--- src/rtl/core/dtwl_pkg.sv ---
// ----------------------------------------------------------------------------
// dtwl_pkg
// Shared types and constants for the tuning word serial loader.
// ----------------------------------------------------------------------------
package dtwl_pkg;

  // command codes on the input tuser
  localparam logic [1:0] CMD_FREQ  = 2'd0;
  localparam logic [1:0] CMD_PHASE = 2'd1;
  localparam logic [1:0] CMD_RESET = 2'd2;

  // pulse kinds on the output tuser
  localparam logic [1:0] KIND_WCLK  = 2'd0;
  localparam logic [1:0] KIND_LATCH = 2'd1;
  localparam logic [1:0] KIND_RESET = 2'd2;

  // configuration register indexes
  localparam int unsigned CFG_IDX_W = 2;
  localparam logic [CFG_IDX_W-1:0] REG_REF_CLK = 2'd0;
  localparam logic [CFG_IDX_W-1:0] REG_MAX_OUT = 2'd1;

  localparam logic [31:0] REF_CLK_RST = 32'd180000000;
  localparam logic [31:0] MAX_OUT_RST = 32'd72000000;

  localparam int unsigned WORD_W    = 32;
  localparam int unsigned CTRL_W    = 8;
  localparam int unsigned FRAME_W   = WORD_W + CTRL_W;
  localparam int unsigned CNT_W     = 6;
  localparam int unsigned PHASE_W   = 16;
  localparam int unsigned PW_W      = 5;   // phase word bits, deg * 32 / 360
  localparam int unsigned CTRL_SH   = 3;
  localparam logic [31:0] PHASE_DIV = 32'd360;

  // one queued load: a reset pulse or a 40 bit frame
  typedef struct packed {
    logic               is_rst;
    logic [FRAME_W-1:0] frame;
  } entry_t;

endpackage

--- src/rtl/core/dtwl_front.sv ---
// ----------------------------------------------------------------------------
// dtwl_front
// Accepts commands, holds the registers and forms the load frame with a
// two bit per cycle restoring divider.
// ----------------------------------------------------------------------------
module dtwl_front (
  input  logic                            clk_i,
  input  logic                            rst_ni,
  input  logic                            cfg_we_i,
  input  logic [dtwl_pkg::CFG_IDX_W-1:0]  cfg_idx_i,
  input  logic [31:0]                     cfg_data_i,
  input  logic                            in_vld_i,
  output logic                            in_rdy_o,
  input  logic [1:0]                      in_cmd_i,
  input  logic [31:0]                     in_freq_i,
  input  logic [dtwl_pkg::PHASE_W-1:0]    in_deg_i,
  output logic                            push_vld_o,
  input  logic                            push_rdy_i,
  output dtwl_pkg::entry_t                push_entry_o
);

  logic [31:0] ref_q, max_q;
  logic        busy_q, busy_d;
  logic        res_vld_q, res_vld_d;
  dtwl_pkg::entry_t res_q, res_d;
  logic [63:0] dvd_q, dvd_d;
  logic [31:0] dvs_q, dvs_d;
  logic [31:0] rem_q, rem_d;
  logic [31:0] quo_q, quo_d;
  logic [4:0]  cnt_q, cnt_d;
  logic        phase_q, phase_d;
  logic        accept, push;
  logic [32:0] s1, s2;
  logic [31:0] fclamp;

  // one restoring step: {quotient bit, new remainder}
  function automatic logic [32:0] div_step(input logic [31:0] rem, input logic nb,
                                           input logic [31:0] dvs);
    logic [32:0] t;
    logic [32:0] diff;
    logic        ge;
    t    = {rem, nb};
    diff = t - {1'b0, dvs};
    ge   = (t >= {1'b0, dvs});
    return {ge, (ge ? diff[31:0] : t[31:0])};
  endfunction

  always_ff @(posedge clk_i or negedge rst_ni) begin
    if (!rst_ni) begin
      ref_q <= dtwl_pkg::REF_CLK_RST;
      max_q <= dtwl_pkg::MAX_OUT_RST;
    end else if (cfg_we_i) begin
      if (cfg_idx_i == dtwl_pkg::REG_REF_CLK) ref_q <= cfg_data_i;
      if (cfg_idx_i == dtwl_pkg::REG_MAX_OUT) max_q <= cfg_data_i;
    end
  end

  assign push     = res_vld_q && push_rdy_i;
  assign in_rdy_o = !busy_q && (!res_vld_q || push_rdy_i);
  assign accept   = in_vld_i && in_rdy_o;
  assign fclamp   = (in_freq_i > max_q) ? max_q : in_freq_i;

  assign s1 = div_step(rem_q, dvd_q[63], dvs_q);
  assign s2 = div_step(s1[31:0], dvd_q[62], dvs_q);

  always_comb begin
    busy_d    = busy_q;
    res_vld_d = res_vld_q;
    res_d     = res_q;
    dvd_d     = dvd_q;
    dvs_d     = dvs_q;
    rem_d     = rem_q;
    quo_d     = quo_q;
    cnt_d     = cnt_q;
    phase_d   = phase_q;
    if (push) res_vld_d = 1'b0;
    if (busy_q) begin
      dvd_d = {dvd_q[61:0], 2'b00};
      rem_d = s2[31:0];
      quo_d = {quo_q[29:0], s1[32], s2[32]};
      cnt_d = cnt_q - 5'd1;
      if (cnt_q == '0) begin
        busy_d       = 1'b0;
        res_vld_d    = 1'b1;
        res_d.is_rst = 1'b0;
        if (phase_q) begin
          res_d.frame = {quo_d[dtwl_pkg::PW_W-1:0], {dtwl_pkg::CTRL_SH{1'b0}},
                         {dtwl_pkg::WORD_W{1'b0}}};
        end else begin
          res_d.frame = {{dtwl_pkg::CTRL_W{1'b0}}, quo_d};
        end
      end
    end else if (accept) begin
      rem_d = '0;
      cnt_d = '1;
      case (in_cmd_i)
        dtwl_pkg::CMD_FREQ: begin
          busy_d  = 1'b1;
          phase_d = 1'b0;
          dvd_d   = {fclamp, 32'd0};
          dvs_d   = ref_q;
        end
        dtwl_pkg::CMD_PHASE: begin
          busy_d  = 1'b1;
          phase_d = 1'b1;
          dvd_d   = {43'd0, in_deg_i, 5'd0};
          dvs_d   = dtwl_pkg::PHASE_DIV;
        end
        dtwl_pkg::CMD_RESET: begin
          res_vld_d    = 1'b1;
          res_d.is_rst = 1'b1;
          res_d.frame  = '0;
        end
        default: begin
          // unused command code is dropped
        end
      endcase
    end
  end

  always_ff @(posedge clk_i or negedge rst_ni) begin
    if (!rst_ni) begin
      busy_q    <= 1'b0;
      res_vld_q <= 1'b0;
      cnt_q     <= '0;
      phase_q   <= 1'b0;
    end else begin
      busy_q    <= busy_d;
      res_vld_q <= res_vld_d;
      cnt_q     <= cnt_d;
      phase_q   <= phase_d;
    end
  end

  always_ff @(posedge clk_i) begin
    res_q <= res_d;
    dvd_q <= dvd_d;
    dvs_q <= dvs_d;
    rem_q <= rem_d;
    quo_q <= quo_d;
  end

  assign push_vld_o   = res_vld_q;
  assign push_entry_o = res_q;

endmodule

--- src/rtl/core/dtwl_fifo.sv ---
// ----------------------------------------------------------------------------
// dtwl_fifo
// Short queue of formed loads between the front and the back.
// ----------------------------------------------------------------------------
module dtwl_fifo #(
  parameter int unsigned DEPTH = 2
) (
  input  logic             clk_i,
  input  logic             rst_ni,
  input  logic             wr_vld_i,
  output logic             wr_rdy_o,
  input  dtwl_pkg::entry_t wr_entry_i,
  output logic             rd_vld_o,
  input  logic             rd_rdy_i,
  output dtwl_pkg::entry_t rd_entry_o
);

  localparam int unsigned AW = (DEPTH > 1) ? $clog2(DEPTH) : 1;
  localparam int unsigned CW = $clog2(DEPTH + 1);
  localparam logic [AW-1:0] LAST_PTR = AW'(DEPTH - 1);
  localparam logic [CW-1:0] FULL_CNT = CW'(DEPTH);

  dtwl_pkg::entry_t mem_q [DEPTH];
  logic [AW-1:0] wp_q, rp_q;
  logic [CW-1:0] cnt_q, cnt_d;
  logic          wr, rd;

  assign wr_rdy_o   = (cnt_q != FULL_CNT);
  assign rd_vld_o   = (cnt_q != '0);
  assign wr         = wr_vld_i && wr_rdy_o;
  assign rd         = rd_vld_o && rd_rdy_i;
  assign rd_entry_o = mem_q[rp_q];

  always_comb begin
    cnt_d = cnt_q;
    if (wr && !rd) cnt_d = cnt_q + CW'(1);
    if (rd && !wr) cnt_d = cnt_q - CW'(1);
  end

  always_ff @(posedge clk_i or negedge rst_ni) begin
    if (!rst_ni) begin
      wp_q  <= '0;
      rp_q  <= '0;
      cnt_q <= '0;
    end else begin
      cnt_q <= cnt_d;
      if (wr) wp_q <= (wp_q == LAST_PTR) ? '0 : wp_q + AW'(1);
      if (rd) rp_q <= (rp_q == LAST_PTR) ? '0 : rp_q + AW'(1);
    end
  end

  always_ff @(posedge clk_i) begin
    if (wr) mem_q[wp_q] <= wr_entry_i;
  end

endmodule

--- src/rtl/core/dtwl_back.sv ---
// ----------------------------------------------------------------------------
// dtwl_back
// Serializes a queued load into write clock pulses and a latch pulse, or
// sends a single reset pulse, through an output register.
// ----------------------------------------------------------------------------
module dtwl_back (
  input  logic             clk_i,
  input  logic             rst_ni,
  input  logic             pop_vld_i,
  output logic             pop_rdy_o,
  input  dtwl_pkg::entry_t pop_entry_i,
  output logic             out_vld_o,
  input  logic             out_rdy_i,
  output logic             out_bit_o,
  output logic [1:0]       out_kind_o,
  output logic             out_last_o
);

  logic                         act_q, act_d;
  logic                         rst_q, rst_d;
  logic [dtwl_pkg::FRAME_W-1:0] frame_q, frame_d;
  logic [dtwl_pkg::CNT_W-1:0]   cnt_q, cnt_d;
  logic                         ovld_q, ovld_d;
  logic                         obit_q, obit_d;
  logic [1:0]                   okind_q, okind_d;
  logic                         olast_q, olast_d;
  logic                         out_free, produce, ending, pop;

  localparam logic [dtwl_pkg::CNT_W-1:0] LAST_CNT = dtwl_pkg::CNT_W'(dtwl_pkg::FRAME_W);

  assign out_free  = !ovld_q || out_rdy_i;
  assign produce   = act_q && out_free;
  assign ending    = rst_q || (cnt_q == LAST_CNT);
  assign pop       = pop_vld_i && (!act_q || (produce && ending));
  assign pop_rdy_o = !act_q || (produce && ending);

  always_comb begin
    act_d   = act_q;
    rst_d   = rst_q;
    frame_d = frame_q;
    cnt_d   = cnt_q;
    ovld_d  = ovld_q;
    obit_d  = obit_q;
    okind_d = okind_q;
    olast_d = olast_q;
    if (out_free) ovld_d = 1'b0;
    if (produce) begin
      ovld_d = 1'b1;
      if (rst_q) begin
        obit_d  = 1'b0;
        okind_d = dtwl_pkg::KIND_RESET;
        olast_d = 1'b1;
        act_d   = 1'b0;
      end else if (cnt_q == LAST_CNT) begin
        obit_d  = 1'b0;
        okind_d = dtwl_pkg::KIND_LATCH;
        olast_d = 1'b1;
        act_d   = 1'b0;
      end else begin
        obit_d  = frame_q[0];
        okind_d = dtwl_pkg::KIND_WCLK;
        olast_d = 1'b0;
        frame_d = {1'b0, frame_q[dtwl_pkg::FRAME_W-1:1]};
        cnt_d   = cnt_q + dtwl_pkg::CNT_W'(1);
      end
    end
    if (pop) begin
      act_d   = 1'b1;
      rst_d   = pop_entry_i.is_rst;
      frame_d = pop_entry_i.frame;
      cnt_d   = '0;
    end
  end

  always_ff @(posedge clk_i or negedge rst_ni) begin
    if (!rst_ni) begin
      act_q  <= 1'b0;
      rst_q  <= 1'b0;
      cnt_q  <= '0;
      ovld_q <= 1'b0;
    end else begin
      act_q  <= act_d;
      rst_q  <= rst_d;
      cnt_q  <= cnt_d;
      ovld_q <= ovld_d;
    end
  end

  always_ff @(posedge clk_i) begin
    frame_q <= frame_d;
    obit_q  <= obit_d;
    okind_q <= okind_d;
    olast_q <= olast_d;
  end

  assign out_vld_o  = ovld_q;
  assign out_bit_o  = obit_q;
  assign out_kind_o = okind_q;
  assign out_last_o = olast_q;

endmodule

--- src/rtl/core/dds_tuning_word_serial_loader.sv ---
// ----------------------------------------------------------------------------
// dds_tuning_word_serial_loader
// Turns frequency, phase and reset commands into synthesizer serial pulses.
// ----------------------------------------------------------------------------
// input stream: tuser carries the command, tdata the frequency and phase.
// output stream: one item per pulse; tdata bit 0 is the serial data level,
// tuser the pulse kind (write clock, update latch, reset), tlast marks the
// final pulse of a command. a load gives 40 write clock pulses, word lsb
// first then control byte, and one latch pulse; a reset command gives one
// reset pulse; command code 3 gives nothing.
// flow: a frequency or phase command passes through the front divider
// (two quotient bits a cycle) before its first pulse leaves. the back side
// sends one pulse a cycle while the receiver is ready. the queue lets the
// next division overlap the current shifting, so the sustained rate of loads
// is set by the serializer; reset commands skip the divider.
// reset clears the queue and all control state and loads the register
// defaults (180 MHz reference, 72 MHz clamp). when the receiver stalls the
// output register holds its pulse, the queue fills and then tready drops.
// ----------------------------------------------------------------------------
module dds_tuning_word_serial_loader #(
  parameter int unsigned FIFO_DEPTH = 2
) (
  input  logic                           clk_i,
  input  logic                           rst_ni,
  input  logic                           cfg_we_i,
  input  logic [dtwl_pkg::CFG_IDX_W-1:0] cfg_idx_i,
  input  logic [31:0]                    cfg_data_i,
  input  logic                           s_axis_tvalid,
  output logic                           s_axis_tready,
  input  logic [47:0]                    s_axis_tdata,  // freq_hz, phase_deg
  input  logic [1:0]                     s_axis_tuser,  // command
  output logic                           m_axis_tvalid,
  input  logic                           m_axis_tready,
  output logic [7:0]                     m_axis_tdata,  // data_bit, zero fill
  output logic [1:0]                     m_axis_tuser,  // pulse_kind
  output logic                           m_axis_tlast
);

  logic             push_vld, push_rdy, pop_vld, pop_rdy, obit;
  dtwl_pkg::entry_t push_entry, pop_entry;

  dtwl_front u_front (
    .clk_i        (clk_i),
    .rst_ni       (rst_ni),
    .cfg_we_i     (cfg_we_i),
    .cfg_idx_i    (cfg_idx_i),
    .cfg_data_i   (cfg_data_i),
    .in_vld_i     (s_axis_tvalid),
    .in_rdy_o     (s_axis_tready),
    .in_cmd_i     (s_axis_tuser),
    .in_freq_i    (s_axis_tdata[31:0]),
    .in_deg_i     (s_axis_tdata[47:32]),
    .push_vld_o   (push_vld),
    .push_rdy_i   (push_rdy),
    .push_entry_o (push_entry)
  );

  dtwl_fifo #(
    .DEPTH (FIFO_DEPTH)
  ) u_fifo (
    .clk_i      (clk_i),
    .rst_ni     (rst_ni),
    .wr_vld_i   (push_vld),
    .wr_rdy_o   (push_rdy),
    .wr_entry_i (push_entry),
    .rd_vld_o   (pop_vld),
    .rd_rdy_i   (pop_rdy),
    .rd_entry_o (pop_entry)
  );

  dtwl_back u_back (
    .clk_i       (clk_i),
    .rst_ni      (rst_ni),
    .pop_vld_i   (pop_vld),
    .pop_rdy_o   (pop_rdy),
    .pop_entry_i (pop_entry),
    .out_vld_o   (m_axis_tvalid),
    .out_rdy_i   (m_axis_tready),
    .out_bit_o   (obit),
    .out_kind_o  (m_axis_tuser),
    .out_last_o  (m_axis_tlast)
  );

  assign m_axis_tdata = {7'd0, obit};

endmodule

--- config.mk ---
export PLATFORM = sky130hd
export DESIGN_NAME = dds_tuning_word_serial_loader
export DESIGN_NICKNAME = d
export VERILOG_FILES = /design/src/rtl/core/dtwl_pkg.sv /design/src/rtl/core/dtwl_front.sv /design/src/rtl/core/dtwl_fifo.sv /design/src/rtl/core/dtwl_back.sv /design/src/rtl/core/dds_tuning_word_serial_loader.sv
export SDC_FILE = /design/constraint.sdc
export NUM_CORES = 1
export LEC_CHECK = 0
export ABC_AREA = 1
export BUFFER_PORTS_ARGS = -buffer_cell sky130_fd_sc_hd__buf_4
export CORE_MARGIN = 10
export CORE_UTILIZATION = 62
export CTS_CLUSTER_DIAMETER = 120
export DETAILED_ROUTE_END_ITERATION = 7
export GPL_TIMING_DRIVEN = 1
export PLACE_DENSITY_LB_ADDON = 0.25
export SETUP_SLACK_MARGIN = 0.02
export SLEW_MARGIN = 0
export SYNTH_ARGS = -nofsm -noshare
export SYNTH_HDL_FRONTEND = slang
export SYNTH_SLANG_ARGS = --single-unit
--- constraint.sdc ---
create_clock -name clk_i -period 6.08 [get_ports clk_i]
set_input_delay 0.304 -clock clk_i [delete_from_list [all_inputs] [get_ports clk_i]]
set_output_delay 0.304 -clock clk_i [all_outputs]
set_load 0.01 [all_outputs]
==> results of run 1 <==
-- synthesized netlist by cell type, types with 3 or more instances --
| cell | instances |
|---|---|
| nand2_1 | 668 |
| inv_1 | 380 |
| edfxtp_1 | 311 |
| nor2_1 | 242 |
| o21ai_0 | 159 |
| nand3_1 | 124 |
| a21oi_1 | 110 |
| ha_1 | 101 |
| dfrtp_1 | 67 |
| clkbuf_1 | 57 |
| a31oi_1 | 40 |
| xnor2_1 | 35 |
| dfstp_2 | 18 |
| nor3_1 | 18 |
| nand4_1 | 16 |
| buf_4 | 13 |
| nand2_2 | 11 |
| buf_2 | 10 |
| xor2_1 | 10 |
| a21o_1 | 8 |
| o21bai_1 | 8 |
| or2_2 | 7 |
| nand3b_1 | 6 |
| buf_6 | 4 |
| inv_2 | 4 |
| nand3_2 | 4 |
| o211ai_1 | 4 |
| o21a_1 | 4 |
| nor2_2 | 3 |
| o21ai_1 | 3 |
-- registers in the layout, summed over array words and instances (netlist names), 5 cells and up --
register	flops
u_back.cnt_q	6
u_front.ref_q	32
u_front.dvd_q	59
u_front.max_q	32
u_front.push_entry_o	38
u_front.quo_q	30
u_front.dvs_q	32
u_front.cnt_q	5
u_back.frame_q	40
u_front.rem_q	32
u_fifo.mem_q	76
-- layout by cell type (no fill, tap or decap), types with 5 or more instances in the layout --
master       n
a21o_1       8
a21oi_1    110
a31oi_1     40
buf_4      114
clkbuf_1     9
clkbuf_16   41
clkinv_2     9
conb_1       7
dfrtp_1     66
dfstp_2     18
edfxtp_1   311
ha_1       101
inv_1      380
nand2_1    667
nand2_2     12
nand3_1    123
nand3_2      5
nand3b_1     6
nand4_1     16
nor2_1     237
nor2_2       5
nor2_4       5
nor3_1      17
o21ai_0    159
o21bai_1     8
or2_2        7
xnor2_1     35
xor2_1      10
-- per-layer routing --
metal	global-route usage [%]	wire, um	vias up
li1	-	-	8206
met1	36.0	24300	8035
met2	41.5	25600	708
met3	5.33	4750	110
met4	9.41	1800	0
met5	0	0	-
-- worst max path at each step --
stage | depth (start not counted) | slack (ns) | from | end
after global routing | 26 | 0.07 | u_front.dvs_q[8] | u_front.rem_q[6]
after floorplan | 7 | 1.41 | u_front.busy_q | u_front.dvd_q[10]
final | 26 | 0.38 | u_front.dvs_q[8] | u_front.rem_q[12]
after detailed placement | 24 | 0.40 | u_front.dvs_q[8] | u_front.rem_q[4]
after CTS | 24 | 0.40 | u_front.dvs_q[8] | u_front.rem_q[4]
after global placement | 24 | 0.34 | u_front.dvs_q[7] | u_front.rem_q[4]
-- logic make-up (layout without fill, tap and decap cells) --
family,Yosys count,count (layout),synth area share (%)
AND/OR/NAND/NOR,1110,1110,21.2
adder cells (fa/ha/maj),103,103,6.06
AO/OA/AOI/OAI,348,348,8.83
other,1,7,0.0174
XOR/XNOR,45,45,1.83
buffers and inverters,471,578,8.65
flip-flops,396,396,53.4
-- critical path: cells and delay by family, from the launching register on --
family                   cells  cell delay, ns
AO/OA/AOI/OAI                2            0.82
adder cells (fa/ha/maj)      2            0.68
buffers and inverters        4            0.44
flip-flops                   1            0.37
AND/OR/NAND/NOR             18            3.06
-- final cells by class --
cell class | count | area (um^2) | share of cell area [%]
Clock buffer | 52 | 1090 | 4.54
Clock inverter | 23 | 253 | 1.05
Inverter | 385 | 1450 | 6.03
Multi-Input combinational cell | 1613 | 8230 | 34.3
Sequential cell | 396 | 11500 | 47.9
Tap cell | 455 | 569 | 2.37
Timing Repair Buffer | 118 | 896 | 3.74
-- timing repair --
action	4_1_cts	5_1_grt
endpoints found under the setup margin	0	28
hold buffers	4	0
endpoints found under the hold margin	17	0
gates resized for setup	0	1
-- power groups by stage --
stage	clock (mW)	combinational, mW	sequential, mW
6_report	2.51	8.07	4.92
5_1_grt	2.64	8.98	5.00
4_1_cts	2.54	7.94	4.91
3_5_place_dp	0	7.86	4.94
3_3_place_gp	0	7.71	4.90
2_1_floorplan	0	5.91	4.79
==> results.yml, run 1 <==
worst_setup_path:
  r2r_slack_ns: 0.38
  cp-start-kind: "flip-flop"
  r2r_cells: 26
  r2r-end: "u_front.rem_q[12]"
  slowest_stage: "o21ai_0"
  worstReg2RegStart: "u_front.dvs_q[8]"
  critPathKind: "reg -> reg"
  crit_fanout: 55
  crit_top_cell: "nand2_1"
  cp_slowest_stage_delay_ns: 0.46
  worstPathArrival_ns: 6.00
  worstPathRequired_ns: 6.38
  crit_path_end_kind: "flip-flop"
worst_hold_path:
  hold_end: "u_front.ref_q[27]"
  hold_start: "cfg_data_i[27]"
  worstHoldPathType: "in -> reg"
  min_path_cells: 3
cts:
  cts_sinks: 396
  cts_tree: "built"
  numCtsBuffers: 41
  cts_htree_levels: 2
  cts.clk_slew.worst_paths_ns: 0.07
  post_cts_buffers: 0
  clock_path_buffers: 3
  clk_latency_ns: 0.57
  root_buffer: "clkbuf_16"
yosys:
  ys_seq_area_share_pct: 53.4
  synth.top_cell.area_share_pct: 43.4
  ys_types: 51
  syn_area_um2: 21500
  synth_ff_type: "edfxtp_1"
  ys_top_cells_by_area: "edfxtp_1, nand2_1, dfrtp_1"
  ys_ff_latch: 396
  synth_edf_count: 311
  yosys.area.top_type: "edfxtp_1"
  syn_inst: 2474
  async_reset_ff_share_pct: 21.5
  synth_warnings: 0
  synth_area_per_cell_um2: 8.69
die:
  placementRows: 68
  initial_utilization_pct: 62.6
  core-area_um2: 34400
  die-area_um2: 42500
  die_h_um: 206
  io_pins: 102
  fp.dieW_um: 206
sta:
  worst_slew_pin_slew_ns: 1.13
  fmax_mhz: 176
  hold_ws_ns: 0.0248
  hold_viol: 0
  relSlewSlack_pct: 24.4
  final_max_slew_viol_count: 0
  tns_ns: 0
  skew_ns: 0.0249
  fin_crit_ns: 5.70
  rsz0062_at_grt: "false"
  min_period_over_period_pct: 93.7
  worst_slack_ns: 0.383
  finalSetupViolCount: 0
pwr:
  p_seq_share_pct: 31.7
  p_int_mw: 8.48
  pwr-share-clk_pct: 16.2
  peakVddDrop_mv: 0.494
  swShare_pct: 45.3
  p_sw_mw: 7.02
  total_power_mw: 15.5
  p_leak_nw: 11.2
  power.density_cell_area_nw_per_um2: 646
  comb_power_share_pct: 52.1
place:
  port_buffers: 94
  dp_hpwl_um: 40400
  dpl.cell_count: 2963
  post-place-ws_ns: 0.405
  dpl-instance-area_um2: 22600
  place.gp.congestion: 0.975
grt:
  grt_max_degree: 73
  track_usage_pct: 26.5
  antenna_found_initial: 0
  grt_overflow_total: 0
  grt_first_pass_wirelength_um: 88400
  grt_pass1_vias: 16700
routing:
  vias_per_cell: 5.61
  wirelength_um: 56500
  ant_nets: 0
  vias: 17100
  wl_per_cell_um: 18.6
  dr.pass1.iters: 6
  drt_iter0_markers: 1362
  drcViolationCount: 0
layout:
  fin_area_um2: 24000
  nNetsFinal: 2747
  fill_cells: 2662
  final_cells: 3042
  antennaDiodeCount: 0
  drive_above_1_share_pct: 9.47
  area_growth_pct: 11.5
  fin_util_pct: 69.7
run_status:
  status: "finished, final reports clean"
job:
  max_cap_viol_count: 0
Power figures use the tool's default switching activity.
==> run 2: changes to the inputs <==
--- a/config.mk
+++ b/config.mk
@@ -13,6 +13,7 @@
 export DETAILED_ROUTE_END_ITERATION = 7
 export GPL_TIMING_DRIVEN = 1
 export PLACE_DENSITY_LB_ADDON = 0.25
+export RECOVER_POWER = 100
 export SETUP_SLACK_MARGIN = 0.02
 export SLEW_MARGIN = 0
 export SYNTH_ARGS = -nofsm -noshare
==> run 2 against run 1 <==
  * The flow now finishes with violations (capacitance limit, slew limit)
  * Largest cell class unchanged
  * Critical endpoint is now u_front.rem_q[1]
  * Global-route usage did not move
  * Critical path type unchanged
  * Fmax fell by 0.18%
  * Highest routed layer unchanged
  * Routed wire length barely moved
==> results.yml, run 2 (synthesis results as in run 1) <==
run_status:
  status: "finished with violations"
  violations: "capacitance limit, slew limit"
die:
  initial_utilization_pct: 62.6
  fp.dieW_um: 206
  placementRows: 68
  io_pins: 102
  core-area_um2: 34400
  die-area_um2: 42500
  die_h_um: 206
sta:
  fin_crit_ns: 5.71
  tns_ns: 0
  worst_slack_ns: 0.373
  min_period_over_period_pct: 93.9
  relSlewSlack_pct: -157
  rsz0062_at_grt: "false"
  hold_viol: 0
  final_max_slew_viol_count: 585
  finalSetupViolCount: 0
  fmax_mhz: 175
  worst_slew_pin_slew_ns: 3.85
  skew_ns: 0.0250
layout:
  reg_top3: "u_fifo.mem_q x76, u_front.dvd_q x59, u_back.frame_q x40"
  final_common_cell: "nand2_1"
  largest_reg_flops: 76
  area_growth_pct: 11.0
  layout_common_cells: "nand2_1, inv_1, edfxtp_1"
  nNetsFinal: 2747
  antennaDiodeCount: 0
  largest_register: "u_fifo.mem_q"
  drive_above_1_share_pct: 8.35
routing:
  vias_per_cell: 5.63
  wl_per_cell_um: 18.6
  ant_nets: 0
  drt_iter0_markers: 1353
  dr.pass1.iters: 5
  vias: 17100
  drcViolationCount: 0
  wirelength_um: 56500
cts:
  clk_latency_ns: 0.57
  cts_htree_levels: 2
  cts_sinks: 396
  cts_tree: "built"
  cts.clk_slew.worst_paths_ns: 0.06
  root_buffer: "clkbuf_16"
  clock_path_buffers: 3
  numCtsBuffers: 41
job:
  max_cap_viol_count: 12
worst_setup_path:
  worstPathRequired_ns: 6.48
  critPathKind: "reg -> reg"
  cp-start-kind: "flip-flop"
  crit_fanout: 55
  worstPathArrival_ns: 6.11
  crit_path_end_kind: "flip-flop"
grt:
  grt_max_degree: 73
  grt_pass1_vias: 16700
  antenna_found_initial: 0
  grt_first_pass_wirelength_um: 88400
  track_usage_pct: 26.5
  grt_overflow_total: 0
pwr:
  peakVddDrop_mv: 0.494
  power.density_cell_area_nw_per_um2: 648
  p_leak_nw: 11.1
place:
  port_buffers: 94
  place.gp.congestion: 0.975
  post-place-ws_ns: 0.405
  dp_hpwl_um: 40400
worst_hold_path:
  worstHoldPathType: "in -> reg"
run 2: changes by cell type in the layout (fill, tap and decap cells not counted), moves of 4 or more:
cell      previous run  this run
clkbuf_1             9        28
clkbuf_4             0         4
nand2_1            667       671
buf_4              114        90
nand2_2             12         8
run 2: layout make-up:
type / count / area, um^2
Clock inverter: 23 / 253
Multi-Input combinational cell: 1613 / 8210
Inverter: 385 / 1450
Tap cell: 455 / 569
Timing Repair Buffer: 118 / 822
Fill cell: 2696 / 10500
Sequential cell: 396 / 11500
Clock buffer: 52 / 1090
run 2: what timing repair did:
| action | 4_1_cts | 5_1_grt |
|---|---|---|
| hold buffers | 4 | 0 |
| resized for setup | 0 | 1 |
| endpoints found under the hold margin | 17 | 0 |
| setup buffers | 0 | 0 |
| endpoints found under the setup margin | 0 | 28 |
run 2: final timing paths:
check / startpoint / end / slack (ns) / cells after the start
max: u_front.dvs_q[8] / u_front.rem_q[1] / 0.37 / 26
min: cfg_data_i[27] / u_front.ref_q[27] / 0.02 / 3
max reg2reg: u_front.dvs_q[8] / u_front.rem_q[1] / 0.37 / 26
min reg2reg: u_front.quo_q[12] / u_front.quo_q[14] / 0.43 / 0
max in group asynchronous: rst_ni / u_front.ref_q[7] / 1.45 / 3
min in group asynchronous: rst_ni / u_back.cnt_q[2] / 0.43 / 2
run 2: where the power goes:
group | total, mW | switching, mW | internal [mW]
sequential | 4.94 | 0.446 | 4.49
clock | 2.51 | 1.09 | 1.42
combinational | 8.03 | 5.47 | 2.57
total | 15.5 | 7.00 | 8.48
run 2: worst max-delay path, stage by stage (launching register included):
cell and delay (ns):
edfxtp_1 0.37, inv_1 0.16, ha_1 0.32, nand2_1 0.22, inv_1 0.12, a21oi_2 0.36
nand3_1 0.39, nand2_1 0.21, nand3_2 0.14, nand2_2 0.13, nand2_4 0.31, o21ai_0 0.40
inv_1 0.08, ha_1 0.34, a21oi_1 0.17, nand2_1 0.13, nand3_1 0.10, nand2_1 0.13
nand2_1 0.10, nand2_1 0.13, nand4_1 0.11, nand2_1 0.08, nand2_1 0.13, nand3_4 0.43
nand2_1 0.17, nand2_1 0.07, nor2_1 0.20
run 2: through the flow:
step           total power, mW  hold WS, ns  util, %  instance area, um^2  std cells
4_1_cts                   15.4      0.00299     69.7                24000       3042
3_3_place_gp              12.6        0.190     65.7                22600       2963
3_5_place_dp              12.8        0.192     65.7                22600       2963
5_1_grt                   16.6       0.0332     69.5                23900       3042
6_report                  15.5       0.0207     69.5                23900       3042
2_1_floorplan             10.7      0.00841        -                21500       2480
run 2: routing by layer:
layer,track usage [%],routed length [um]
met5,0,0
met4,9.41,1800
met3,5.33,4990
met2,41.5,25600
met1,36.0,24100
